**config.mk**
```make
export PLATFORM = sky130hd
export DESIGN_NAME = erd_ram
export DESIGN_NICKNAME = d
export VERILOG_FILES = /design/src/rtl/ewald_reciprocal_delta_core_assert.svh /design/src/rtl/erd_ram.sv
export SDC_FILE = /design/constraint.sdc
export NUM_CORES = 1
export LEC_CHECK = 0
export BUFFER_PORTS_ARGS = -buffer_cell sky130_fd_sc_hd__buf_2
export CORE_ASPECT_RATIO = 0.9
export CORE_UTILIZATION = 41
export DETAILED_ROUTE_END_ITERATION = 16
export GPL_TIMING_DRIVEN = 0
export SLEW_MARGIN = 20
export SYNTH_ARGS = -nofsm -noshare
export SYNTH_HDL_FRONTEND = slang
export SYNTH_SLANG_ARGS = --single-unit
export TNS_END_PERCENT = 5
```
**constraint.sdc**
```tcl
create_clock -name i_clk -period 2.2 [get_ports i_clk]
set_clock_uncertainty 0.1 [all_clocks]
set_input_delay 0 -clock i_clk [delete_from_list [all_inputs] [get_ports i_clk]]
set_output_delay 0 -clock i_clk [all_outputs]
set_load 0.005 [all_outputs]
```
**src/rtl/ewald_reciprocal_delta_core_assert.svh**
```systemverilog
// Assertion macros for the reciprocal-space core.
`ifndef EWALD_RECIPROCAL_DELTA_CORE_ASSERT_SVH
`define EWALD_RECIPROCAL_DELTA_CORE_ASSERT_SVH

// Same-cycle implication, disabled in reset.
`define ERD_ASSERT_IMP(lbl, ante, cons) \
    lbl: assert property (@(posedge i_clk) disable iff (!i_rst_n) (ante) |-> (cons)) \
        else $error("assertion failed");

// Next-cycle implication, disabled in reset.
`define ERD_ASSERT_NEXT(lbl, ante, cons) \
    lbl: assert property (@(posedge i_clk) disable iff (!i_rst_n) (ante) |=> (cons)) \
        else $error("assertion failed");

`endif

```
**src/rtl/erd_ram.sv**
```systemverilog
`timescale 1ns / 1ps
`default_nettype none
module erd_ram #(
    parameter int WIDTH = 8,
    parameter int DEPTH = 16
) (
    input  logic                     i_clk,
    input  logic                     i_we,
    input  logic [$clog2(DEPTH)-1:0] i_waddr,
    input  logic [WIDTH-1:0]         i_wdata,
    input  logic [$clog2(DEPTH)-1:0] i_raddr,
    output logic [WIDTH-1:0]         o_rdata
);

    logic [WIDTH-1:0] r_mem [0:DEPTH-1];
    logic [WIDTH-1:0] r_rdata;

    always_ff @(posedge i_clk) begin
        if (i_we) begin
            r_mem[i_waddr] <= i_wdata;
        end
        r_rdata <= r_mem[i_raddr];
    end

    assign o_rdata = r_rdata;

endmodule
`default_nettype wire

```
After elaboration in Yosys (flattened, before gate mapping):

Memories as Yosys holds them, arrays and structs flattened. A register that Yosys moved wholly into a read port is not among the register bits.
Cells that the tools add are included.

* muxes and demuxes: 2

Operators by type and width (count)
* $mux W1: 2

* memories kept: 1
* register bits: 0
* memory bits (writable): 128
* output and inout bits: 8
* logic and storage cells: 3
* input port bits: 18

Memory list
* r_mem: words 16, bits a word 8, read ports 1, clocked after Yosys merged registers in 1, wr ports 1, RTL line erd_ram.sv:15 `logic [WIDTH-1:0] r_mem [0:DEPTH-1];`

Depth between registers and ports, before layout:

* word-level depth: 2
* gate-level depth with buffers: 5
* depth with buffers taken out: 3

Least setup slack after synthesis:

OpenSTA, ideal clock, no wires.

* kind: input-to-reg
* from: input i_waddr[2]
* to: memory r_mem[0][0] (enable)
* library setup time: 0.383 ns
* path buffers: 0
* stages: 2
* data required time: 1.717 ns
* path slack: 0.607 ns
* data arrival time: 1.110 ns
* cells stage by stage: or3b_2 nor3_1

RTL lines
* from (decl): RTL line erd_ram.sv:9 `input logic [$clog2(DEPTH)-1:0] i_waddr,`
* to (decl): RTL line erd_ram.sv:15

Straight into the memory's write port.

==> metrics.md <==
| Metric | Value |
|---|---|
| Status | `finished, final reports clean` |
| Largest net degree at the start of global routing | `17` |
| Max Slew Vio Count | `0` |
| GRT overflow | `0` |
| Worst-path fanout max | `1` |
| CP Cell Sequence | `mux4_1 > a22oi_1 > nand2_1` |
| DP HPWL | `6100 um` |
| Post-synth EDFFs | `128` |
| Post-synthesis register bit count | `136` |
| Count of cell types in the netlist | `19` |
| CTS Sinks | `136` |
| Maximum vdd ir drop | `between 0.6 and 0.7 mV` |
| Setup TNS | `0 ps` |
| Met2 Usage GRT | `25.6%` |
| WP data required | `2390 ps` |
| Tightest Pin Transition | `approximately 840 ps` |
| Clock Root Buffer | `clkbuf_16` |
| Initial antenna violation count | `0` |
| Final hold vios | `0` |
| Diode count | `0` |
| Drt wl/cell | `approximately 22 um` |
| Io pins | `26` |
| Slew headroom | `44.0%` |
| Fill count | `a little under 1000` |
| CTS tree | `done` |
| Initial core utilization | `42.5%` |
| Post-DR vias/cell | `5.19` |
| Die Span X | `120 um` |
| Area contributors post-synth | `edfxtp_1 75%, mux4_2 7.9%, mux4_1 7.1%` |
| Post-DRT Antenna Nets | `0` |
| Top-area cell type share of the netlist area | `74.7%` |
| Worst setup EP type | `flop` |
| Post-Route WL | `9910 um` |
| Area Overhead vs Synth | `20.2%` |
| Async S/R FF share, synth | `0%` |
| Max-Cap Viols | `0` |
| Grt met3 use | `around 5.2%` |
| CTS buffer count | `17` |
| Via count | `between 2000 and 2500` |
| Top_reg_cell synth | `edfxtp_1` |
| Hold WC Path Type | `in2reg` |
| F_max | `0.657 GHz` |
| Pre-Repair DR Iteration Count | `4` |
| Total Routing Usage GR | `17.1%` |
| CP Class | `reg2reg` |
| Port bufs | `24` |
| Post-Syn Area | `about 5100 sq um` |
| CTS Buffer Depth | `2` |
| Most frequent cell after synthesis | `edfxtp_1` |
| Minimum clock period | `1520 ps` |
| PwrDens | `998 nW/um^2` |
| Gpl congestion | `0.697` |
| First-pass GRT wire length | `about 15000 um` |
| DRC viols | `0` |
| Final setup fails | `0` |
| CTS clk-pin slew, worst paths | `approximately 60 ps` |
| Multi-input gate area | `1080 sq um` |
| Syn_nets | `between 200 and 250` |
| Max incr delay on CP | `~570 ps` |
| Clk_lat worst skew | `410 ps` |
| Vias in the first global route | `~2400` |
| H-tree levels | `4` |
| Met1 usage | `23.7%` |
| Die height | `108 um` |
| Finished Cell Area | `between 6000 and 7000 sq um` |
| Layout cells sized above 1 | `27.6%` |
| Placed inst area | `between 5000 and 6000 sq um` |
| Post-synth top cells | `128 x edfxtp_1, 18 x mux4_2, 16 x a22oi_1` |
| Area leader, netlist | `edfxtp_1` |
| Fin crit share | `69.2%` |
| Core Box Area | `12100 sq um` |
| GRT busiest layer | `met2` |
| Num rows | `38` |
| CTS resizes | `0` |
| DIE AREA | `13000 sq um` |
| Mapped Cells | `229` |
| Avg Inst Size Synth | `22.5 sq um` |
| CP startpoint kind | `flop` |
| Post-synthesis sequential area ratio | `roughly 80%` |
| Register area | `between 4000 and 5000 sq um` |
| Layout Nets | `slightly below 300` |
| RSZ-0062 raised after global routing | `no` |
| Leakage | `0.00207 uW` |
| Synth warn | `0` |
| Max stage delay cell, worst path | `mux4_1` |
| CP arrival | `1710 ps` |
| 1st-iter DRT viols | `about 160` |
[area by class of cell]
class	count	share of cell area (%)
Tap cell	160	3.24
Sequential cell	136	64.7
Buffer	10	1.40
Multi-Input combinational cell	83	17.4
Clock inverter	11	2.87
Clock buffer	21	7.12
Timing Repair Buffer	32	3.24
[path summary, 6_finish.rpt]
path                                    from          end  slack [ps]  depth (start not counted)
worst min register to register  r_mem[11][2]   o_rdata[2]         580                          3
worst min-delay path              i_waddr[1]  r_mem[4][3]          20                          2
worst max register to register   r_mem[4][0]   o_rdata[0]         680                          3
worst max-delay path             r_mem[4][0]   o_rdata[0]         680                          3
[sequential cells by signal, indices dropped and copies added, names as in the netlist]
signal   count
r_mem      128
o_rdata      8
[worst max-delay path, delay by kind of cell (launching register included)]
kind               cells  cell delay, ps
and+or+nand+nor        1              90
AOI/OAI and AO/OA      1             290
DFF                    1             350
muxes                  1             570
[cells in the final DEF, fill, tap and decap left out, drive strengths merged, types with 2 or more instances in the layout]
cell type	instances
clkdlybuf4s25	3
nand2	9
nand3b	2
clkinv	5
edfxtp	128
a22oi	16
mux4	32
dlygate4sd3	8
nand2b	2
nor3	4
dfxtp	8
buf	31
nor2	13
clkbuf	21
bufinv	5
[metrics by stage]
step           cells  hold slack [ps]  util (%)  setup WS [ps]  power, uW
6_report         453             15.5      51.0            679       6170
3_5_place_dp     413              277      45.3            376       3250
2_1_floorplan    229            -1.13         -            607       3110
3_3_place_gp     413              277      45.1           67.3       3240
5_1_grt          453             26.3      51.0            634       6350
4_1_cts          453             6.33      51.0            650       6220
[where the power goes]
group / total (uW) / switching [uW] / internal [uW]
Combinational: 287 / 163 / 124
Sequential: 2910 / 12.2 / 2900
Clock: 2980 / 985 / 1990
Total: 6170 / 1160 / 5010
[cell families after synthesis]
logic type	count (synthesis)	synth area share [%]
flops	136	77.8
mux	32	15.0
buf+inv	10	1.68
simple gates	35	3.18
compound gates	16	2.33
[layer usage]
metal | vias up | part of all wire, %
li1 | 1081 | -
met1 | 1224 | 49
met2 | 42 | 48
met3 | 6 | 2.7
met4 | 0 | 0.75
met5 | - | 0
[repair_timing]
item | in CTS | in global routing
setup endpoints to repair | 0 | 0
hold buffers | 8 | 0
buffers inserted | 0 | 0
hold endpoints to repair | 128 | 0
(Power assumes the default switching activity.)
