$ cat src/rtl/ewald_reciprocal_delta_core_assert.svh
// Assertion macros for the reciprocal-space core.
`ifndef EWALD_RECIPROCAL_DELTA_CORE_ASSERT_SVH
`define EWALD_RECIPROCAL_DELTA_CORE_ASSERT_SVH

// Same-cycle implication, disabled in reset.
`define ERD_ASSERT_IMP(lbl, ante, cons) \
    lbl: assert property (@(posedge i_clk) disable iff (!i_rst_n) (ante) |-> (cons)) \
        else $error("assertion failed");

// Next-cycle implication, disabled in reset.
`define ERD_ASSERT_NEXT(lbl, ante, cons) \
    lbl: assert property (@(posedge i_clk) disable iff (!i_rst_n) (ante) |=> (cons)) \
        else $error("assertion failed");

`endif

$ cat src/rtl/erd_pkg.sv
`timescale 1ns / 1ps
`default_nettype none
package erd_pkg;

    localparam int MAX_KVECTORS = 512;
    localparam int MAX_K        = 8;
    localparam int ADDR_W       = $clog2(MAX_KVECTORS);
    localparam int KCOUNT_W     = 10;
    localparam int CNT_W        = $clog2(MAX_KVECTORS + 1);
    localparam int CMP_W        = (CNT_W > KCOUNT_W) ? CNT_W : KCOUNT_W;
    localparam int TAB_W        = 29;
    localparam int SF_W         = 64;
    localparam int CW           = 18;
    localparam int STEPS        = 14;
    localparam int CORDIC_X0    = 19898;
    localparam int DLAT         = STEPS + 4;
    localparam int ELAT         = 5;

    localparam logic [2:0] FN_LOAD   = 3'd0;
    localparam logic [2:0] FN_DELTA  = 3'd1;
    localparam logic [2:0] FN_EVAL   = 3'd2;
    localparam logic [2:0] FN_COMMIT = 3'd3;
    localparam logic [2:0] FN_REJECT = 3'd4;

    localparam logic [1:0] MK_MOVE   = 2'd0;
    localparam logic [1:0] MK_INSERT = 2'd1;
    localparam logic [1:0] MK_REMOVE = 2'd2;

    typedef enum logic [2:0] {
        S_CLEAR,
        S_IDLE,
        S_RUN,
        S_DRAIN,
        S_DONE
    } t_state;

    typedef logic signed [CW-1:0] t_cw;

    function automatic t_cw angle_step(input int i);
        case (i)
            0:       return t_cw'(8192);
            1:       return t_cw'(4836);
            2:       return t_cw'(2555);
            3:       return t_cw'(1297);
            4:       return t_cw'(651);
            5:       return t_cw'(326);
            6:       return t_cw'(163);
            7:       return t_cw'(81);
            8:       return t_cw'(41);
            9:       return t_cw'(20);
            10:      return t_cw'(10);
            11:      return t_cw'(5);
            12:      return t_cw'(3);
            13:      return t_cw'(1);
            default: return t_cw'(0);
        endcase
    endfunction

    function automatic logic signed [15:0] clamp_unit(input t_cw v);
        if (v > t_cw'(32767)) begin
            return 16'sd32767;
        end else if (v < -t_cw'(32767)) begin
            return -16'sd32767;
        end else begin
            return v[15:0];
        end
    endfunction

endpackage
`default_nettype wire

$ cat src/rtl/erd_cordic.sv
`timescale 1ns / 1ps
`default_nettype none
module erd_cordic (
    input  logic               i_clk,
    input  logic [15:0]        i_phase,
    output logic signed [15:0] o_cos,
    output logic signed [15:0] o_sin
);

    logic [15:0]     w_sum;
    logic [15:0]     w_fold;
    logic            w_neg;
    erd_pkg::t_cw    r_x   [0:erd_pkg::STEPS];
    erd_pkg::t_cw    r_y   [0:erd_pkg::STEPS];
    erd_pkg::t_cw    r_z   [0:erd_pkg::STEPS];
    logic            r_neg [0:erd_pkg::STEPS];
    erd_pkg::t_cw    n_x   [1:erd_pkg::STEPS];
    erd_pkg::t_cw    n_y   [1:erd_pkg::STEPS];
    erd_pkg::t_cw    n_z   [1:erd_pkg::STEPS];
    erd_pkg::t_cw    w_xo;
    erd_pkg::t_cw    w_yo;

    always_comb begin
        w_sum  = i_phase + 16'd16384;
        w_neg  = w_sum[15];
        w_fold = w_neg ? (i_phase - 16'd32768) : i_phase;
    end

    always_comb begin
        for (int g = 0; g < erd_pkg::STEPS; g++) begin
            if (!r_z[g][erd_pkg::CW-1]) begin
                n_x[g+1] = r_x[g] - (r_y[g] >>> g);
                n_y[g+1] = r_y[g] + (r_x[g] >>> g);
                n_z[g+1] = r_z[g] - erd_pkg::angle_step(g);
            end else begin
                n_x[g+1] = r_x[g] + (r_y[g] >>> g);
                n_y[g+1] = r_y[g] - (r_x[g] >>> g);
                n_z[g+1] = r_z[g] + erd_pkg::angle_step(g);
            end
        end
    end

    always_ff @(posedge i_clk) begin
        r_x[0]   <= erd_pkg::t_cw'(erd_pkg::CORDIC_X0);
        r_y[0]   <= '0;
        r_z[0]   <= {{(erd_pkg::CW-16){w_fold[15]}}, w_fold};
        r_neg[0] <= w_neg;
        for (int g = 1; g <= erd_pkg::STEPS; g++) begin
            r_x[g]   <= n_x[g];
            r_y[g]   <= n_y[g];
            r_z[g]   <= n_z[g];
            r_neg[g] <= r_neg[g-1];
        end
    end

    always_comb begin
        w_xo  = r_neg[erd_pkg::STEPS] ? -r_x[erd_pkg::STEPS] : r_x[erd_pkg::STEPS];
        w_yo  = r_neg[erd_pkg::STEPS] ? -r_y[erd_pkg::STEPS] : r_y[erd_pkg::STEPS];
        o_cos = erd_pkg::clamp_unit(w_xo);
        o_sin = erd_pkg::clamp_unit(w_yo);
    end

endmodule
`default_nettype wire

$ cat config.mk
export PLATFORM = sky130hd
export DESIGN_NAME = erd_cordic
export DESIGN_NICKNAME = d
export VERILOG_FILES = /design/src/rtl/ewald_reciprocal_delta_core_assert.svh /design/src/rtl/erd_pkg.sv /design/src/rtl/erd_cordic.sv
export SDC_FILE = /design/constraint.sdc
export NUM_CORES = 2
export LEC_CHECK = 0
export ABC_CLOCK_PERIOD_IN_PS = 4750
export BUFFER_PORTS_ARGS = -buffer_cell sky130_fd_sc_hd__buf_2
export CORE_UTILIZATION = 35
export DETAILED_ROUTE_END_ITERATION = 10
export GPL_ROUTABILITY_DRIVEN = 0
export MAX_ROUTING_LAYER = met4
export PLACE_DENSITY_LB_ADDON = 0.12
export SLEW_MARGIN = 20
export SYNTH_ARGS = -nofsm -noshare
export SYNTH_HDL_FRONTEND = slang
export SYNTH_SLANG_ARGS = --single-unit
$ cat constraint.sdc
create_clock -name i_clk -period 4.75 [get_ports i_clk]
set_input_delay 0.475 -clock i_clk [delete_from_list [all_inputs] [get_ports i_clk]]
set_output_delay 0.475 -clock i_clk [all_outputs]
set_load 0.02 [all_outputs]
# After elaboration in Yosys (flattened, before gate mapping)
# Memory sizes are Yosys's and may differ from the RTL's.
# Index checks and enable logic that the tools add are counted.
# totals
out_inout_bits	32
inputBits	17
regBits	0
word_cells	172
n_memories	4
ram_bits	825
# mem_list
memory	depth	width	rd	rd_clocked_by_memory_dff	wr	line_no	source
r_x	15	18	15	0	15	erd_cordic.sv:13	erd_pkg::t_cw r_x [0:erd_pkg::STEPS];
r_y	15	18	15	0	15	erd_cordic.sv:14	erd_pkg::t_cw r_y [0:erd_pkg::STEPS];
r_z	15	18	14	0	15	erd_cordic.sv:15	erd_pkg::t_cw r_z [0:erd_pkg::STEPS];
r_neg	15	1	15	0	15	erd_cordic.sv:16	logic r_neg [0:erd_pkg::STEPS];
# op_classes
muxes	77
magnitude_cmp	4
n_addsub	87
# ops
operator	n
2-to-1 mux 18 bit	72
subtractor 18 bit	16
adder 18 bit	15
2-to-1 mux 16 bit	5
adder 18 x 10 -> 18 bit	2
adder 18 x 11 -> 18 bit	2
adder 18 x 12 -> 18 bit	2
adder 18 x 13 -> 18 bit	2
adder 18 x 14 -> 18 bit	2
adder 18 x 15 -> 18 bit	2
adder 18 x 16 -> 18 bit	2
adder 18 x 17 -> 18 bit	2
adder 18 x 5 -> 18 bit	2
adder 18 x 6 -> 18 bit	2
adder 18 x 7 -> 18 bit	2
adder 18 x 8 -> 18 bit	2
adder 18 x 9 -> 18 bit	2
> comparator 18 x 16 -> 1 bit (second input constant)	2
less-than comparator 18 x 16 -> 1 bit (second input constant)	2
negation 18 bit	2
subtractor 18 x 10 -> 18 bit	2
subtractor 18 x 11 -> 18 bit	2
subtractor 18 x 12 -> 18 bit	2
subtractor 18 x 13 -> 18 bit	2
11 further kinds	20

# Longest topological paths before layout
# logic_depth
depth_word	5
depth_mapped	16
mapped_depth_nobuf	16

# Least setup slack after synthesis
# No wires, ideal clock.
# synth_timing
path_type	register to register
from	mem r_z[0][53] in the netlist's numbering
to	mem r_y[0][71] in the netlist's numbering
setup_time_ps	121
n_path_buf	3
path_stages_with_launch	15
synth_period_minus_slack_ps	3632
path_slack_ps	1118
arrival_ps	3511
required_ps	4629
path_cell_list	dfxtp_1 clkbuf_1 buf_1 buf_1 mux2i_1 inv_1 ha_1 o21a_1 o311a_1 o31ai_1 and2_1 o211ai_1 a31o_2 a21o_1 xnor2_1
# synth_rtl
element	line_no
start, declared	erd_cordic.sv:15
end, declared	erd_cordic.sv:14

==> impl_metrics.tcl <==
set metrics [dict create \
    status "complete, no violations" \
    grt_overflow 0 \
    top_layer "met4" \
    netlist_area_sq_um 46390 \
    rsz0062_at_grt "false" \
    drive_gt1_share_pct 5.492 \
    wl_met1_mm 51.64 \
    tightest_slew_ns 1.012 \
    arrival_ns 3.64 \
    crit_fanout 14 \
    ys_ff_latch 704 \
    grt_pass1_vias 34834 \
    tritoncts.num_buffers 86 \
    hp-class "in -> reg" \
    clock-skew-final_ns 0.03463 \
    async_flop_share_pct 0 \
    met2_length_mm 53.00 \
    setup_viol_count_final 0 \
    period_needed_ns 4.113 \
    setup_tns_ns 0 \
    syn-num-nets 5920 \
    routedWlPerCell_um 15.34 \
    cp-start-kind "flip-flop" \
    initial_core_util_pct 35.29 \
    grt_pass1_wl_mm 180.7 \
    path_clk_slew_ns 0.06 \
    ys_seq_area_share_pct 30.38 \
    synth_area_per_cell_sq_um 8.893 \
    postCtsSetupBuffers 0 \
    drtAntennaViolNets 0 \
    std_cell_rows 133 \
    cts_tree "done" \
    coreArea_sq_um 131500 \
    drcViolationCount 0 \
    area_growth_pct 11.86 \
    cts_buffer_depth 3 \
    drt_first_pass_iters 6 \
    fmax_mhz 243.1 \
    nNetsFinal 6024 \
    critical_path.endpoint_type "primary output" \
    via_per_inst 4.978 \
    die_w_um 366.1 \
    insertion_delay_ns 0.70 \
    wl_mm 109.6 \
    die_y_um 366.1 \
    hpwl_mm 88.45 \
    grt_util_all_layers_pct 16.70 \
    die_area_sq_um 134000 \
    vias 35571 \
    cap_viol_max_count 0 \
    synth_edf_count 0 \
    wl_met3_mm 2.955 \
    synthDistinctLibCells 84 \
    htree_num_levels 3 \
    grt_max_degree 36 \
    final-hold-violation-count 0 \
    n_antenna_cell 0 \
    synth_warnings 0 \
    clock-sinks 704 \
    crit_required_ns 4.28 \
    io_buffers 48 \
    synth_ff_type "dfxtp_1" \
    drt-initial-drc-count 1472 \
    antenna_found_initial 0 \
    io_pins 49 \
    max_slew_margin_pct 31.65 \
    critPathKind "reg -> out" \
    fin_crit_sh_pct 86.59 \
    root_buffer "clkbuf_16" \
    final_max_slew_viol_count 0 \
    syn_inst 5216 \
    post_cts_resized 0 \
]
-- state kept, by name, summed over array words and instances, names as in the netlist --
name,cells
r_y,233
r_z,231
r_x,225
r_neg,15
-- layout by cell type (no fill, tap or decap), types with 18 or more instances in the layout --
cell type / count
mux2i_1: 27
nor3_1: 150
buf_2: 48
o41ai_1: 25
o21bai_1: 100
dfxtp_1: 703
clkbuf_16: 86
o31ai_1: 21
clkbuf_8: 19
a21o_1: 189
and4_1: 18
nand2_1: 214
buf_4: 24
xnor2_1: 476
and3_1: 33
or3_1: 29
nor2_1: 409
nand2b_1: 40
a211oi_1: 52
o21a_1: 51
ha_1: 649
nand3_1: 88
inv_1: 315
o21ai_0: 251
nand4_1: 35
a21oi_1: 544
xor2_1: 275
a31oi_1: 47
fa_1: 38
nor2b_1: 62
-- layout make-up --
type	instances	area, sq um
inverter	319	1197
timing repair buffer	87	570.5
sequential	704	14090
tap	1755	2196
fill	13270	79580
clock buffer	119	2466
multi-input combinational	4122	30810
clock inverter	39	555.5
-- final timing paths --
| kind | slack, ns | startpoint | cells after the start | end |
|---|---|---|---|---|
| setup / recovery | 0.64 | r_x[1][111]$_DFF_P_ | 9 | o_cos[0] |
| hold / removal | 0.04 | i_phase[15] | 2 | r_neg[0]$_DFF_P_ |
| setup reg to reg | 1.02 | r_x[0][96]$_DFF_P_ | 13 | r_y[0][124]$_DFF_P_ |
| hold reg to reg | 0.32 | r_z[0][18]$_DFF_P_ | 0 | r_z[0][36]$_DFF_P_ |
-- layer usage --
metal,track usage [%],vias to the layer above
met1,20.62,16283
met3,1.921,121
met4,4.409,0
met2,28.70,386
met5,-,-
li1,-,18781
-- metrics by stage --
| stage | util (%) | cell area (sq um) | worst slack, ns | hold WS, ns | instances |
|---|---|---|---|---|---|
| detailed placement | 37.06 | 48710 | 1.104 | 0.3121 | 6972 |
| CTS | 39.47 | 51890 | 0.5224 | 0.01373 | 7145 |
| floorplan | - | 46390 | 1.118 | 0.3096 | 5216 |
| global route | 39.47 | 51890 | 0.3711 | 0.01619 | 7145 |
| global placement | 37.06 | 48710 | 1.080 | 0.3105 | 6972 |
| finish | 39.47 | 51890 | 0.6371 | 0.04480 | 7145 |
-- synth_stat cells, types with 9 or more instances --
cell type  instances  area (sq um)
xnor2_1          476          4169
o21ai_1           11         55.05
nand2b_1          40         250.2
a41oi_1           15         131.4
xor2_1           275          2409
buf_1             10         37.54
ha_1             649          8120
o211ai_1          13         97.59
nor2b_1           62         387.9
nand4_1           35         219.0
a311oi_1          11         96.34
a211oi_1          52         390.4
nor4_1            17         106.4
a31o_2            13         113.9
a31oi_1           47         294.0
o31a_1            12         105.1
o31ai_1           21         157.7
inv_1            315          1182
mux2i_1           27         270.3
nand3b_1          11         82.58
and4_1            18         157.7
a21oi_1          544          2723
or3_1             29         181.4
a21boi_0          17         127.6
and3_1            33         206.5
a41o_1            15         150.1
fa_1              38         760.7
o21ai_0          251          1256
o21bai_1         100         750.7
mux2_2            16         180.2
and2_1            16         100.1
or2_2             10         62.56
o41ai_1           25         219.0
clkbuf_1          53         198.9
a21o_1           189          1419
o21a_1            51         382.9
nor3_1           150         750.7
dfxtp_1          704         14090
nand2_1          214         803.3
nor2_1           410          1539
o2111ai_1         11         96.34
nand3_1           88         440.4
a21bo_2            9         90.09
-- kinds of logic after synthesis --
| kind of cell | Yosys count | synth area share [%] |
|---|---|---|
| buf+inv | 390 | 3.210 |
| fa+ha+maj | 687 | 19.14 |
| other cells | 1 | 0.008084 |
| compound gates | 1466 | 19.89 |
| simple gates | 1174 | 12.21 |
| xor+xnor | 751 | 14.18 |
| mux | 43 | 0.9710 |
| flops | 704 | 30.38 |
-- worst max-delay path, stage by stage (launching register included) --
cell	delay [ns]
dfxtp_1	0.40
or4_4	0.54
nor4_2	0.40
and3_1	0.29
nand2_1	0.09
a2bb2oi_1	0.15
a21oi_2	0.56
a41o_1	0.25
nand3b_1	0.12
buf_2	0.16
-- repair_timing --
item	in CTS	in global routing
setup endpoints to repair	0	0
endpoints found under the hold margin	16	0
hold buffers	15	0
Power is left out: the tool's default activity adds up to more than one toggle a clock period on the data nets, which glitch-free logic cannot reach.
